$ cat src/rtl/weighted_peer_picker_with_failout_assert.svh
`ifndef WEIGHTED_PEER_PICKER_WITH_FAILOUT_ASSERT_SVH
`define WEIGHTED_PEER_PICKER_WITH_FAILOUT_ASSERT_SVH

// same-cycle implication, checked on clk with reset masked
`define WPPF_ASSERT_IMPL(label, ante, cons, msg) \
	label: assert property (@(posedge clk) disable iff (!arst_n) (ante) |-> (cons)) \
		else $error(msg);

// next-cycle implication, checked on clk with reset masked
`define WPPF_ASSERT_NEXT(label, ante, cons, msg) \
	label: assert property (@(posedge clk) disable iff (!arst_n) (ante) |=> (cons)) \
		else $error(msg);

`endif

$ cat src/rtl/wppf_pkg.sv
package wppf_pkg;

	// sizes
	localparam int MAX_PEERS_DEF = 8;
	localparam int PEER_IDX_W    = 3;
	localparam int TIME_W        = 48;
	localparam int DOWN_W        = 49;
	localparam int RW_W          = 16;
	localparam int WEIGHT_W      = 8;
	localparam int TOTAL_W       = WEIGHT_W + PEER_IDX_W;
	localparam int LIMIT_W       = 4;
	localparam int WINDOW_W      = 16;
	localparam int COUNT_W       = 4;
	localparam int CFG_IDX_W     = 3;
	localparam int CFG_DATA_W    = 64;

	// register reset values
	localparam logic [COUNT_W-1:0] PEER_COUNT_RST   = 4'd1;
	localparam logic [63:0]        PEER_WEIGHTS_RST = 64'h0101_0101_0101_0101;
	localparam logic [31:0]        FAIL_LIMITS_RST  = 32'h1111_1111;
	localparam logic [63:0]        FAIL_WINDOWS_RST = 64'h2710_2710_2710_2710;

	typedef enum logic [CFG_IDX_W-1:0] {
		CFG_PEER_COUNT        = 3'd0,
		CFG_PEER_WEIGHTS      = 3'd1,
		CFG_FAIL_LIMITS       = 3'd2,
		CFG_FAIL_WINDOWS_LOW  = 3'd3,
		CFG_FAIL_WINDOWS_HIGH = 3'd4
	} cfg_reg_t;

	typedef enum logic {
		CMD_PICK   = 1'b0,
		CMD_REPORT = 1'b1
	} cmd_t;

	typedef logic signed [RW_W-1:0] rw_t;
	typedef logic [WEIGHT_W-1:0]    weight_t;
	typedef logic [TOTAL_W-1:0]     total_t;

	typedef struct packed {
		logic                  found;
		logic [PEER_IDX_W-1:0] chosen_peer;
	} pick_res_t;

	// add a non-negative weight, clamp at the positive limit
	function automatic rw_t sat_add(input rw_t a, input weight_t w);
		logic [RW_W:0] s;
		s = {a[RW_W-1], a} + {{(RW_W+1-WEIGHT_W){1'b0}}, w};
		if (s[RW_W] != s[RW_W-1])
			return {1'b0, {(RW_W-1){1'b1}}};
		return rw_t'(s[RW_W-1:0]);
	endfunction

	// subtract the pass total, clamp at the negative limit
	function automatic rw_t sat_sub(input rw_t a, input total_t t);
		logic [RW_W+1:0] d;
		d = {{2{a[RW_W-1]}}, a} - {{(RW_W+2-TOTAL_W){1'b0}}, t};
		if (d[RW_W+1:RW_W-1] == 3'b000 || d[RW_W+1:RW_W-1] == 3'b111)
			return rw_t'(d[RW_W-1:0]);
		return {1'b1, {(RW_W-1){1'b0}}};
	endfunction

endpackage

$ cat src/rtl/wppf_req_if.sv
interface wppf_req_if;
	logic        valid;
	logic        ready;
	logic        cmd;
	logic [7:0]  tried_mask;
	logic [2:0]  peer_index;
	logic        success;
	logic [47:0] now_ms;

	modport source(output valid, cmd, tried_mask, peer_index, success, now_ms, input ready);
	modport sink(input valid, cmd, tried_mask, peer_index, success, now_ms, output ready);
endinterface

$ cat src/rtl/wppf_rsp_if.sv
interface wppf_rsp_if;
	logic       valid;
	logic       ready;
	logic       found;
	logic [2:0] chosen_peer;

	modport source(output valid, found, chosen_peer, input ready);
	modport sink(input valid, found, chosen_peer, output ready);
endinterface

$ cat src/rtl/wppf_swrr_core.sv
module wppf_swrr_core #(
	parameter int MAX_PEERS = wppf_pkg::MAX_PEERS_DEF
) (
	input  logic [MAX_PEERS-1:0] elig,
	input  wppf_pkg::weight_t    weight  [MAX_PEERS],
	input  wppf_pkg::rw_t        rw      [MAX_PEERS],
	output wppf_pkg::rw_t        rw_next [MAX_PEERS],
	output wppf_pkg::pick_res_t  res
);
	import wppf_pkg::*;

	rw_t    added [MAX_PEERS];
	total_t total;

	// eligible peers gain their weight, the pass total is summed
	always_comb begin
		total = '0;
		for (int i = 0; i < MAX_PEERS; i++) begin
			added[i] = elig[i] ? sat_add(rw[i], weight[i]) : rw[i];
			if (elig[i])
				total = total + {{(TOTAL_W-WEIGHT_W){1'b0}}, weight[i]};
		end
	end

	// highest running weight wins, lowest index on ties
	always_comb begin
		rw_t best_val;
		best_val = '0;
		res = '0;
		for (int i = 0; i < MAX_PEERS; i++) begin
			if (elig[i] && (!res.found || added[i] > best_val)) begin
				res.found = 1'b1;
				res.chosen_peer = PEER_IDX_W'(i);
				best_val = added[i];
			end
		end
	end

	// winner pays back the pass total
	always_comb begin
		for (int i = 0; i < MAX_PEERS; i++) begin
			if (res.found && res.chosen_peer == PEER_IDX_W'(i))
				rw_next[i] = sat_sub(added[i], total);
			else
				rw_next[i] = added[i];
		end
	end

endmodule

$ cat src/rtl/weighted_peer_picker_with_failout.sv
// path: a taken transaction passes the input stage, then the result register
// throughput: one transaction per cycle unless rsp stalls, set by the single
//   input stage; its pick or report logic updates peer state in the same cycle
// reset: arst_n clears running weights, fail counts and down marks, loads the
//   default register values and empties both stages
module weighted_peer_picker_with_failout #(
	parameter int MAX_PEERS = wppf_pkg::MAX_PEERS_DEF
) (
	input  logic                             clk,
	input  logic                             arst_n,
	wppf_req_if.sink                         req,
	wppf_rsp_if.source                       rsp,
	input  logic                             cfg_we,
	input  logic [wppf_pkg::CFG_IDX_W-1:0]  cfg_index,
	input  logic [wppf_pkg::CFG_DATA_W-1:0] cfg_data
);
	import wppf_pkg::*;

	`include "weighted_peer_picker_with_failout_assert.svh"

	// configuration registers
	logic [COUNT_W-1:0] peer_count_q;
	logic [63:0]        peer_weights_q;
	logic [31:0]        fail_limits_q;
	logic [63:0]        fail_windows_low_q;
	logic [63:0]        fail_windows_high_q;

	// input stage
	logic                  valid_s1;
	logic                  cmd_s1;
	logic [7:0]            tried_mask_s1;
	logic [PEER_IDX_W-1:0] peer_index_s1;
	logic                  success_s1;
	logic [TIME_W-1:0]     now_ms_s1;

	// result register
	logic                  out_valid_q;
	logic                  found_q;
	logic [PEER_IDX_W-1:0] chosen_peer_q;

	// peer state
	rw_t                rw_q    [MAX_PEERS];
	logic [COUNT_W-1:0] fc_q    [MAX_PEERS];
	logic [TIME_W-1:0]  ws_q    [MAX_PEERS];
	logic [DOWN_W-1:0]  du_q    [MAX_PEERS];

	logic                  adv;
	logic                  fire;
	logic                  pick_fire;
	logic [COUNT_W-1:0]    n_eff;
	logic [MAX_PEERS-1:0]  in_use;
	logic [MAX_PEERS-1:0]  is_down;
	logic [MAX_PEERS-1:0]  elig_any;
	logic [MAX_PEERS-1:0]  elig_up;
	logic [MAX_PEERS-1:0]  elig;
	logic [127:0]          windows;
	weight_t               weight  [MAX_PEERS];
	rw_t                   rw_next [MAX_PEERS];
	pick_res_t             pick_res;

	// handshake
	assign adv       = !out_valid_q || rsp.ready;
	assign req.ready = !valid_s1 || adv;
	assign fire      = valid_s1 && adv;
	assign pick_fire = fire && cmd_s1 == CMD_PICK;

	assign rsp.valid       = out_valid_q;
	assign rsp.found       = found_q;
	assign rsp.chosen_peer = chosen_peer_q;

	// configuration writes
	always_ff @(posedge clk or negedge arst_n) begin
		if (!arst_n) begin
			peer_count_q        <= PEER_COUNT_RST;
			peer_weights_q      <= PEER_WEIGHTS_RST;
			fail_limits_q       <= FAIL_LIMITS_RST;
			fail_windows_low_q  <= FAIL_WINDOWS_RST;
			fail_windows_high_q <= FAIL_WINDOWS_RST;
		end else if (cfg_we) begin
			unique case (cfg_index)
				CFG_PEER_COUNT:        peer_count_q        <= cfg_data[COUNT_W-1:0];
				CFG_PEER_WEIGHTS:      peer_weights_q      <= cfg_data;
				CFG_FAIL_LIMITS:       fail_limits_q       <= cfg_data[31:0];
				CFG_FAIL_WINDOWS_LOW:  fail_windows_low_q  <= cfg_data;
				CFG_FAIL_WINDOWS_HIGH: fail_windows_high_q <= cfg_data;
				default: ;
			endcase
		end
	end

	// input stage control
	always_ff @(posedge clk or negedge arst_n) begin
		if (!arst_n)
			valid_s1 <= 1'b0;
		else if (req.ready)
			valid_s1 <= req.valid;
	end

	// input stage payload
	always_ff @(posedge clk) begin
		if (req.valid && req.ready) begin
			cmd_s1        <= req.cmd;
			tried_mask_s1 <= req.tried_mask;
			peer_index_s1 <= req.peer_index;
			success_s1    <= req.success;
			now_ms_s1     <= req.now_ms;
		end
	end

	// peers in use and eligibility for both passes
	assign n_eff   = (peer_count_q > COUNT_W'(MAX_PEERS)) ? COUNT_W'(MAX_PEERS) : peer_count_q;
	assign windows = {fail_windows_high_q, fail_windows_low_q};

	always_comb begin
		for (int i = 0; i < MAX_PEERS; i++) begin
			in_use[i]  = COUNT_W'(i) < n_eff;
			is_down[i] = du_q[i] > {1'b0, now_ms_s1};
			weight[i]  = peer_weights_q[WEIGHT_W*i +: WEIGHT_W];
		end
		elig_any = in_use & ~tried_mask_s1[MAX_PEERS-1:0];
		elig_up  = elig_any & ~is_down;
		elig     = (|elig_up) ? elig_up : elig_any;
	end

	wppf_swrr_core #(
		.MAX_PEERS(MAX_PEERS)
	) u_core (
		.elig    (elig),
		.weight  (weight),
		.rw      (rw_q),
		.rw_next (rw_next),
		.res     (pick_res)
	);

	// per-peer state: running weight and failure tracking
	for (genvar g = 0; g < MAX_PEERS; g++) begin : g_peer
		logic [LIMIT_W-1:0]  limit;
		logic [WINDOW_W-1:0] window;
		logic [TIME_W-1:0]   age;
		logic                hit;
		logic                restart;
		logic [COUNT_W-1:0]  fc_inc;
		logic                trip;

		assign limit   = fail_limits_q[LIMIT_W*g +: LIMIT_W];
		assign window  = windows[WINDOW_W*g +: WINDOW_W];
		assign hit     = fire && cmd_s1 == CMD_REPORT && in_use[g]
			&& peer_index_s1 == PEER_IDX_W'(g);
		assign age     = now_ms_s1 - ws_q[g];
		assign restart = fc_q[g] == '0 || (now_ms_s1 >= ws_q[g]
			&& age > {{(TIME_W-WINDOW_W){1'b0}}, window});
		assign fc_inc  = (restart ? '0 : fc_q[g]) + COUNT_W'(1);
		assign trip    = fc_inc >= limit;

		always_ff @(posedge clk or negedge arst_n) begin
			if (!arst_n) begin
				rw_q[g] <= '0;
				fc_q[g] <= '0;
				ws_q[g] <= '0;
				du_q[g] <= '0;
			end else begin
				if (pick_fire)
					rw_q[g] <= rw_next[g];
				if (hit && success_s1) begin
					fc_q[g] <= '0;
				end else if (hit && limit != '0) begin
					if (restart)
						ws_q[g] <= now_ms_s1;
					fc_q[g] <= trip ? '0 : fc_inc;
					if (trip)
						du_q[g] <= {1'b0, now_ms_s1}
							+ {{(DOWN_W-WINDOW_W){1'b0}}, window};
				end
			end
		end
	end

	// result register control
	always_ff @(posedge clk or negedge arst_n) begin
		if (!arst_n)
			out_valid_q <= 1'b0;
		else if (adv)
			out_valid_q <= valid_s1;
	end

	// result register payload
	always_ff @(posedge clk) begin
		if (fire) begin
			found_q       <= (cmd_s1 == CMD_PICK) && pick_res.found;
			chosen_peer_q <= (cmd_s1 == CMD_PICK && pick_res.found)
				? pick_res.chosen_peer : '0;
		end
	end

	// checks
	`WPPF_ASSERT_IMPL(a_pick_not_tried, valid_s1 && cmd_s1 == CMD_PICK && pick_res.found, !tried_mask_s1[pick_res.chosen_peer], "chosen peer was already tried")
	`WPPF_ASSERT_IMPL(a_pick_in_use, valid_s1 && cmd_s1 == CMD_PICK && pick_res.found, {1'b0, pick_res.chosen_peer} < n_eff, "chosen peer not in use")
	`WPPF_ASSERT_NEXT(a_fire_gives_result, fire, rsp.valid, "transaction left the input stage without a result")
	`WPPF_ASSERT_NEXT(a_report_not_found, fire && cmd_s1 == CMD_REPORT, !rsp.found && rsp.chosen_peer == '0, "report transaction returned a peer")

endmodule
$ cat src/flat_wrapper.sv
// flat-port wrapper written by rule: the top's interface ports become plain ports
module weighted_peer_picker_with_failout_flat import wppf_pkg::*;
#(
	parameter int MAX_PEERS = wppf_pkg::MAX_PEERS_DEF
)
  (clk, arst_n, cfg_we, cfg_index, cfg_data, req_valid, req_cmd, req_tried_mask, req_peer_index, req_success, req_now_ms, req_ready, rsp_valid, rsp_found, rsp_chosen_peer, rsp_ready);
  wppf_req_if req_i ();
  wppf_rsp_if rsp_i ();
  input  logic clk;
  input  logic arst_n;
  input  logic cfg_we;
  input  logic [wppf_pkg::CFG_IDX_W-1:0] cfg_index;
  input  logic [wppf_pkg::CFG_DATA_W-1:0] cfg_data;
  input wire logic [$bits(req_i.valid)-1:0] req_valid;
  input wire logic [$bits(req_i.cmd)-1:0] req_cmd;
  input wire logic [$bits(req_i.tried_mask)-1:0] req_tried_mask;
  input wire logic [$bits(req_i.peer_index)-1:0] req_peer_index;
  input wire logic [$bits(req_i.success)-1:0] req_success;
  input wire logic [$bits(req_i.now_ms)-1:0] req_now_ms;
  output wire logic [$bits(req_i.ready)-1:0] req_ready;
  output wire logic [$bits(rsp_i.valid)-1:0] rsp_valid;
  output wire logic [$bits(rsp_i.found)-1:0] rsp_found;
  output wire logic [$bits(rsp_i.chosen_peer)-1:0] rsp_chosen_peer;
  input wire logic [$bits(rsp_i.ready)-1:0] rsp_ready;
  assign req_i.valid = req_valid;
  assign req_i.cmd = req_cmd;
  assign req_i.tried_mask = req_tried_mask;
  assign req_i.peer_index = req_peer_index;
  assign req_i.success = req_success;
  assign req_i.now_ms = req_now_ms;
  assign req_ready = req_i.ready;
  assign rsp_valid = rsp_i.valid;
  assign rsp_found = rsp_i.found;
  assign rsp_chosen_peer = rsp_i.chosen_peer;
  assign rsp_i.ready = rsp_ready;
  weighted_peer_picker_with_failout #(.MAX_PEERS(MAX_PEERS)) u_core (.clk(clk), .arst_n(arst_n), .req(req_i), .rsp(rsp_i), .cfg_we(cfg_we), .cfg_index(cfg_index), .cfg_data(cfg_data));
endmodule
$ cat config.mk
export PLATFORM = sky130hd
export DESIGN_NAME = weighted_peer_picker_with_failout_flat
export DESIGN_NICKNAME = d
export VERILOG_FILES = /design/src/rtl/wppf_pkg.sv /design/src/rtl/wppf_req_if.sv /design/src/rtl/wppf_rsp_if.sv /design/src/rtl/wppf_swrr_core.sv /design/src/rtl/weighted_peer_picker_with_failout.sv /design/src/flat_wrapper.sv
export VERILOG_INCLUDE_DIRS = /design/src /design/src/rtl
export SDC_FILE = /design/constraint.sdc
export NUM_CORES = 2
export LEC_CHECK = 0
export BUFFER_PORTS_ARGS = -buffer_cell sky130_fd_sc_hd__clkbuf_2
export CORE_MARGIN = 3
export CORE_UTILIZATION = 45
export DETAILED_ROUTE_END_ITERATION = 10
export HOLD_SLACK_MARGIN = 0.02
export SETUP_SLACK_MARGIN = 0.05
export SLEW_MARGIN = 15
export SYNTH_ARGS = -nofsm -noshare
export SYNTH_HDL_FRONTEND = slang
export SYNTH_SLANG_ARGS = --single-unit
$ cat constraint.sdc
create_clock -name clk -period 30.5 [get_ports clk]
set_input_delay 4.575 -clock clk [delete_from_list [all_inputs] [get_ports clk]]
set_output_delay 4.575 -clock clk [all_outputs]
set_load 0.02 [all_outputs]
# Word-level counts from Yosys, hierarchy flattened
# Cells that the tools add are included.
dict set report totals {
  ff_bits 1231
  elab_cells 468
}
dict set report op_classes {
  addsub 47
  order_cmp 48
  n_eq_ne 34
  muxes 129
  bitwise_logic 13
  reduce_logical 151
}
# cell count
set op_table {}
lappend op_table {{$mux W16} 55}
lappend op_table {{$add A48 B16 Y49} 8}
lappend op_table {{$gt A49 B48 Y1} 8}
lappend op_table {{$ge A48 B48 Y1} 8}
lappend op_table {{$gt A48 B16 Y1} 8}
lappend op_table {{$sub A48 B48 Y48} 8}
lappend op_table {{$mux W4} 41}
lappend op_table {{$add A16 B9 Y17} 8}
lappend op_table {{$sub A16 B12 Y17} 8}
lappend op_table {{$gt A16 B16 Y1} 7}
lappend op_table {{$add A11 B8 Y11} 7}
lappend op_table {{$mux W11} 7}
lappend op_table {{$logic_and A1 B1 Y1} 60}
lappend op_table {{$eq A3 B3 Y1 const B} 17}
lappend op_table {{$reduce_and A3 Y1} 16}
lappend op_table {{$logic_not A3 Y1} 11}
lappend op_table {{$add A4 B1 Y4 const B} 8}
lappend op_table {{$ge A4 B4 Y1} 8}
lappend op_table {{$logic_not A4 Y1} 8}
lappend op_table {{$reduce_bool A4 Y1} 8}
lappend op_table {{$logic_or A1 B1 Y1} 25}
lappend op_table {{$mux W1} 24}
lappend op_table {{$eq A3 B2 Y1 const B} 6}
lappend op_table {{$and A8 B8 Y8} 2}
lappend op_table {{13 further kinds} 56}

# Logic depth before layout (Yosys ltp)
dict set report depth {
  depth_word 42
  depth_mapped 120
}

# Hierarchy
# Synthesis repeated with hierarchy kept, for this count alone.
dict set report unflattened {
  hier_cells 13127
  hier_area_um2 110937.6
}
# module n_inst cells_each area_per_inst_um2 seq_area_each_um2
set modules_own_cells {}
lappend modules_own_cells {weighted_peer_picker_with_failout 1 10304 91967.0 31201.2}
lappend modules_own_cells {wppf_swrr_core 1 2823 18970.7 0.0}

# Worst setup path after synthesis
# OpenSTA, ideal clock, no wires.
dict set report synth_path {
  kind {register to register}
  from {reg u_core.now_ms_s1[1]}
  to {reg u_core.rw_q[114] in the netlist's numbering}
  setup_time_ns 0.076
  arrival_time_ns 22.536
  required_ns 30.424
  setup_slack_ns 7.888
  stages_incl_launch_ff 112
  synth_period_minus_slack_ns 22.612
  cell_sequence {edfxtp_1 > clkinv_1 > ha_1 > nand4_1 > nor3_1 > a2111o_1 > a2111oi_0 > or2_2 > a211oi_2 > nand3_2 > buf_6 > o41ai_4 > buf_6 > buf_2 > buf_1 > clkbuf_1 > nand2_1 > ha_1 > [... 76 more ...] > ha_1 > nor2b_1 > o21a_1 > o21a_1 > o21a_1 > o21a_1 > o21a_1 > o21a_1 > o21ai_0 > a221oi_1 > o21ai_1 > clkbuf_1 > and3_1 > nand3_1 > clkbuf_1 > nor4_1 > a21oi_1 > o21ai_1}
}
dict set report synth_between {
  elab_chain_len 38
}
# item line
set synth_rtl {}
lappend synth_rtl {{start, declared} weighted_peer_picker_with_failout.sv:34} ;# logic [TIME_W-1:0] now_ms_s1;
lappend synth_rtl {{start signal, assigned} weighted_peer_picker_with_failout.sv:106} ;# now_ms_s1 <= req.now_ms;
lappend synth_rtl {{$gt A49 B48 Y1} weighted_peer_picker_with_failout.sv:117} ;# is_down[i] = du_q[i] > {1'b0, now_ms_s1};
lappend synth_rtl {{$not A8 Y8 *} weighted_peer_picker_with_failout.sv:121} ;# elig_up = elig_any & ~is_down;
lappend synth_rtl {{$and A8 B8 Y8 *} weighted_peer_picker_with_failout.sv:121}
lappend synth_rtl {{$reduce_or A8 Y1} weighted_peer_picker_with_failout.sv:122} ;# elig = (|elig_up) ? elig_up : elig_any;
lappend synth_rtl {{$mux W8 *} weighted_peer_picker_with_failout.sv:122}
lappend synth_rtl {{parallel branches: the longest is 32 deep, another holds $add A11 B8 Y11} -}
lappend synth_rtl {{$mux W16 *} wppf_swrr_core.sv:42} ;# if (res.found && res.chosen_peer == PEER_IDX_W'(i))
lappend synth_rtl {{end signal, assigned by index} weighted_peer_picker_with_failout.sv:163} ;# rw_q[g] <= rw_next[g];
lappend synth_rtl {{end, declared} weighted_peer_picker_with_failout.sv:42} ;# rw_t rw_q [MAX_PEERS];
# Every way passes the cells marked *. The select of a mux whose other input is x is not followed.
# A chain may end at the register's enable or synchronous reset.

# Worst setup path after layout
dict set report layout_path {
  from {reg u_core.now_ms_s1[14]}
  to {reg u_core.rw_q[53] in the netlist's numbering}
}
dict set report layout_between {
  elab_chain_len 38
}
# item line
set layout_rtl {}
lappend layout_rtl {{$gt A49 B48 Y1} weighted_peer_picker_with_failout.sv:117}
lappend layout_rtl {{$not A8 Y8 *} weighted_peer_picker_with_failout.sv:121}
lappend layout_rtl {{$and A8 B8 Y8 *} weighted_peer_picker_with_failout.sv:121}
lappend layout_rtl {{$reduce_or A8 Y1} weighted_peer_picker_with_failout.sv:122}
lappend layout_rtl {{$mux W8 *} weighted_peer_picker_with_failout.sv:122}
lappend layout_rtl {{$mux W16} wppf_swrr_core.sv:19} ;# added[i] = elig[i] ? sat_add(rw[i], weight[i]) : rw[i];
lappend layout_rtl {{$mux W16} wppf_swrr_core.sv:31} ;# if (elig[i] && (!res.found || added[i] > best_val)) begin
lappend layout_rtl {{$gt A16 B16 Y1} wppf_swrr_core.sv:31}
lappend layout_rtl {{[... 22 more ...]} -}
lappend layout_rtl {{$mux W16 / $mux W4 (equally long branches)} wppf_swrr_core.sv:31}
lappend layout_rtl {{$gt A16 B16 Y1 / $logic_not A1 Y1 (equally long branches)} wppf_swrr_core.sv:31}
lappend layout_rtl {{$logic_or A1 B1 Y1} wppf_swrr_core.sv:31}
lappend layout_rtl {{$logic_and A1 B1 Y1} wppf_swrr_core.sv:31}
lappend layout_rtl {{$mux W4} wppf_swrr_core.sv:31}
lappend layout_rtl {{$eq A3 B3 Y1} wppf_swrr_core.sv:42}
lappend layout_rtl {{$logic_and A1 B1 Y1} wppf_swrr_core.sv:42}
lappend layout_rtl {{$mux W16 *} wppf_swrr_core.sv:42}
# Every way passes the cells marked *; elsewhere a longest branch is shown, timed or not. The select of a mux whose other input is x is not followed.

==> impl_metrics.ini <==
[cts]
clk_pin_slew_ps = 60
insertion_delay_ps = 830
h-tree-depth = 4
post-cts-setup-buffers = 0
cts_tree = done
clock-root-buffer = clkbuf_16
cts.sinks = 1231
cts_resized = 0
hold_buffers = 0
cts_buffer_depth = 3
cts_buffers = 156

[worst_setup_path]
crit_path_max_incr_delay_ps = 920
worstSetupPathType = flip-flop to flip-flop
critPathMaxFanout = 24
slowest_stage = a21oi_1
rr_worst_depth = 99
cp-start-kind = flip-flop
arrival_ps = 28200
ff2ff_setup_slack_ps = 3020
path_common_cell = o21a_1
crit_path_start = u_core.now_ms_s1[14]
r2r-start = u_core.now_ms_s1[14]
regToRegEndpoint = u_core.rw_q[53]
critPathCaptureType = flip-flop
required_ps = 31230

[sta]
rsz0062_at_grt = false
skew_ps = 34.4
fmax_ghz = 0.0364
setup_slack_ps = 3020
hold_ws_ps = 477
fin_tns_setup_ps = 0
setup_violations = 0
hold_viol_final = 0
fin_crit_ps = 27480
worst_pin_slew_ps = 1220
slew_headroom_pct = 18.4
finalMaxSlewViolations = 0
period_share_pct = 90.1

[global_route]
grt_pass1_wl_um = 638000
grt_pass1_vias = 95920
gr-usage-all-layers_pct = 34.0
gr-total-overflow = 0
grt_antenna_before_repair = 32
grt_start_max_net_pins = 147

[final_layout]
layout.nets = 14559
final_util_pct = 49.7
syn_to_final_growth_pct = 9.20
final_area_um2 = 119000
layout-drive-gt1-share_pct = 8.07
nFillCells = 23046
mostFrequentLayoutCell = ha_1
final_cell_mix = ha_1 (1400), nand2_1 (1280), o21ai_0 (1172)

[yosys]
yosys.cell_types.count = 110
synth_area_um2 = 109000
synth_fp_nets = 14573
async_flop_share_pct = 94.7
yosysWarnings = 0
synth.avg_cell_area_um2 = 8.37
syn_inst = 13001
ys_seq_elements = 1231
yosys_most_used_dff = dfrtp_1
seq_area_frac_synth_pct = 28.7
synth_edf_count = 65

[route]
vias_per_cell = 6.12
dr.first_iter.drc_count = 9031
postRouteAntennaNets = 0
wl_um = 434000
vias = 99792
first_pass_iters = 6
drc_errors = 0
routedWlPerCell_um = 26.6

[place]
dpl_cell_area_um2 = 114000
place.gp.congestion = 0.978
place_ws_ps = 3300
post-dp-hpwl_um = 337000
numPortBuffers = 138

[power_and_ir_drop]
powerDensity_nw_per_um2 = 104
p_leak_nw = 56.5
peakVddDrop_mv = 0.130

[run]
cap_violations = 0

[min_path]
hp-start = u_core.ws_q[35]
hold_path_class = flip-flop to flip-flop
worstHoldEndpoint = u_core.ws_q[35]
hold_path_depth = 2

[die]
die_y_um = 498
die_area_um2 = 248000
core_um2 = 239000
fp.dieW_um = 498
io_pins = 139
floorplan.initialDensity_pct = 45.5
rows = 179

[outcome]
outcome = complete, no violations
-- per-layer routing --
metal | share of wire (%) | vias to the layer above | wire length [um] | GRT usage [%]
met5 | 0.023 | - | 102 | 0
met3 | 6.7 | 809 | 29100 | 5.84
met4 | 5.2 | 16 | 22500 | 15.2
li1 | - | 46690 | - | -
met2 | 45 | 3582 | 193000 | 54.0
met1 | 44 | 48695 | 189000 | 45.2
-- logic make-up (layout without fill, tap and decap cells) --
family / after synthesis / after routing / share of synthesized area (%)
other cells: 0 / 13 / 0
buf+inv: 1618 / 1732 / 5.64
flops: 1231 / 1231 / 28.7
fa+ha+maj: 1439 / 1439 / 16.8
compound gates: 3740 / 3740 / 21.4
mux: 621 / 621 / 6.01
xor+xnor: 624 / 624 / 5.02
simple gates: 3728 / 3728 / 16.5
-- flip-flops by register name, summed over array words and instances, names as in the netlist, 4 cells and up --
signal and cells:
u_core.tried_mask_s1 8, u_core.fc_q 32, u_core.fail_limits_q 32, u_core.fail_windows_low_q 64, u_core.du_q 392, u_core.peer_count_q 4, u_core.ws_q 384, u_core.rw_q 128
u_core.now_ms_s1 48, u_core.fail_windows_high_q 64, u_core.peer_weights_q 64
-- worst max-delay path, delay by kind of cell (launching register included) --
family	cells	cell delay, ps
buffers and inverters	6	1900
flip-flops	1	320
multiplexers	3	1030
AO/OA/AOI/OAI	63	14750
adder cells (fa/ha/maj)	8	2750
AND/OR/NAND/NOR	19	6590
-- cells in the mapped netlist, drive strengths merged (34+ instances only) --
master | n | share of area [%]
a2111oi | 37 | 0.30
a211oi | 90 | 0.63
a21boi | 87 | 0.60
a21o | 442 | 3.0
a21oi | 933 | 4.3
a221oi | 34 | 0.29
a31oi | 144 | 0.83
and2 | 80 | 0.46
and3 | 105 | 0.60
and4 | 44 | 0.35
buf | 70 | 0.31
clkbuf | 456 | 1.6
dfrtp | 1109 | 25
dfstp | 57 | 1.4
edfxtp | 65 | 1.8
fa | 39 | 0.72
ha | 1400 | 16
inv | 1068 | 3.7
mux2 | 248 | 2.6
mux2i | 373 | 3.4
nand2 | 1281 | 4.4
nand2b | 133 | 0.76
nand3 | 284 | 1.3
nand4 | 234 | 1.3
nor2 | 786 | 2.7
nor2b | 181 | 1.0
nor3 | 215 | 1.0
nor4 | 98 | 0.57
o211ai | 45 | 0.31
o21a | 158 | 1.1
o21ai | 1206 | 5.5
o21bai | 112 | 0.77
o22ai | 34 | 0.20
o31ai | 92 | 0.66
or3 | 121 | 0.70
xnor2 | 492 | 4.0
xor2 | 132 | 1.1
-- power breakdown --
| group | leakage (nW) | switching [mW] | internal, mW |
|---|---|---|---|
| clock network | 2.60 | 0.827 | 1.16 |
| registers | 14.8 | 0.261 | 1.96 |
| logic | 39.2 | 5.02 | 3.18 |
-- through the flow --
| step | instances | total power [mW] |
|---|---|---|
| CTS | 16282 | 12.4 |
| global route | 16285 | 13.4 |
| finish | 16295 | 12.4 |
| global placement | 15995 | 10.2 |
| floorplan | 13001 | 7.83 |
| detailed placement | 15996 | 10.3 |
-- worst max path at each step --
stage | end | depth (start not counted)
final | u_core.rw_q[53] | 99
after global placement | u_core.rw_q[30] | 100
after floorplan | u_core.rw_q[114] | 111
after global routing | u_core.rw_q[54] | 100
after detailed placement | u_core.rw_q[30] | 100
after CTS | u_core.rw_q[30] | 100
-- area by class of cell --
class	instances	area (um^2)	area share [%]
multi-input cells	10152	71900	60.5
flip-flops and latches	1231	31200	26.2
well taps	3167	3960	3.33
diodes	13	32.5	0.0274
clock buffers	222	4530	3.81
clock inverters	64	779	0.656
inverters	1092	4100	3.45
repair buffers	354	2340	1.97
(Power assumes the default switching activity.)
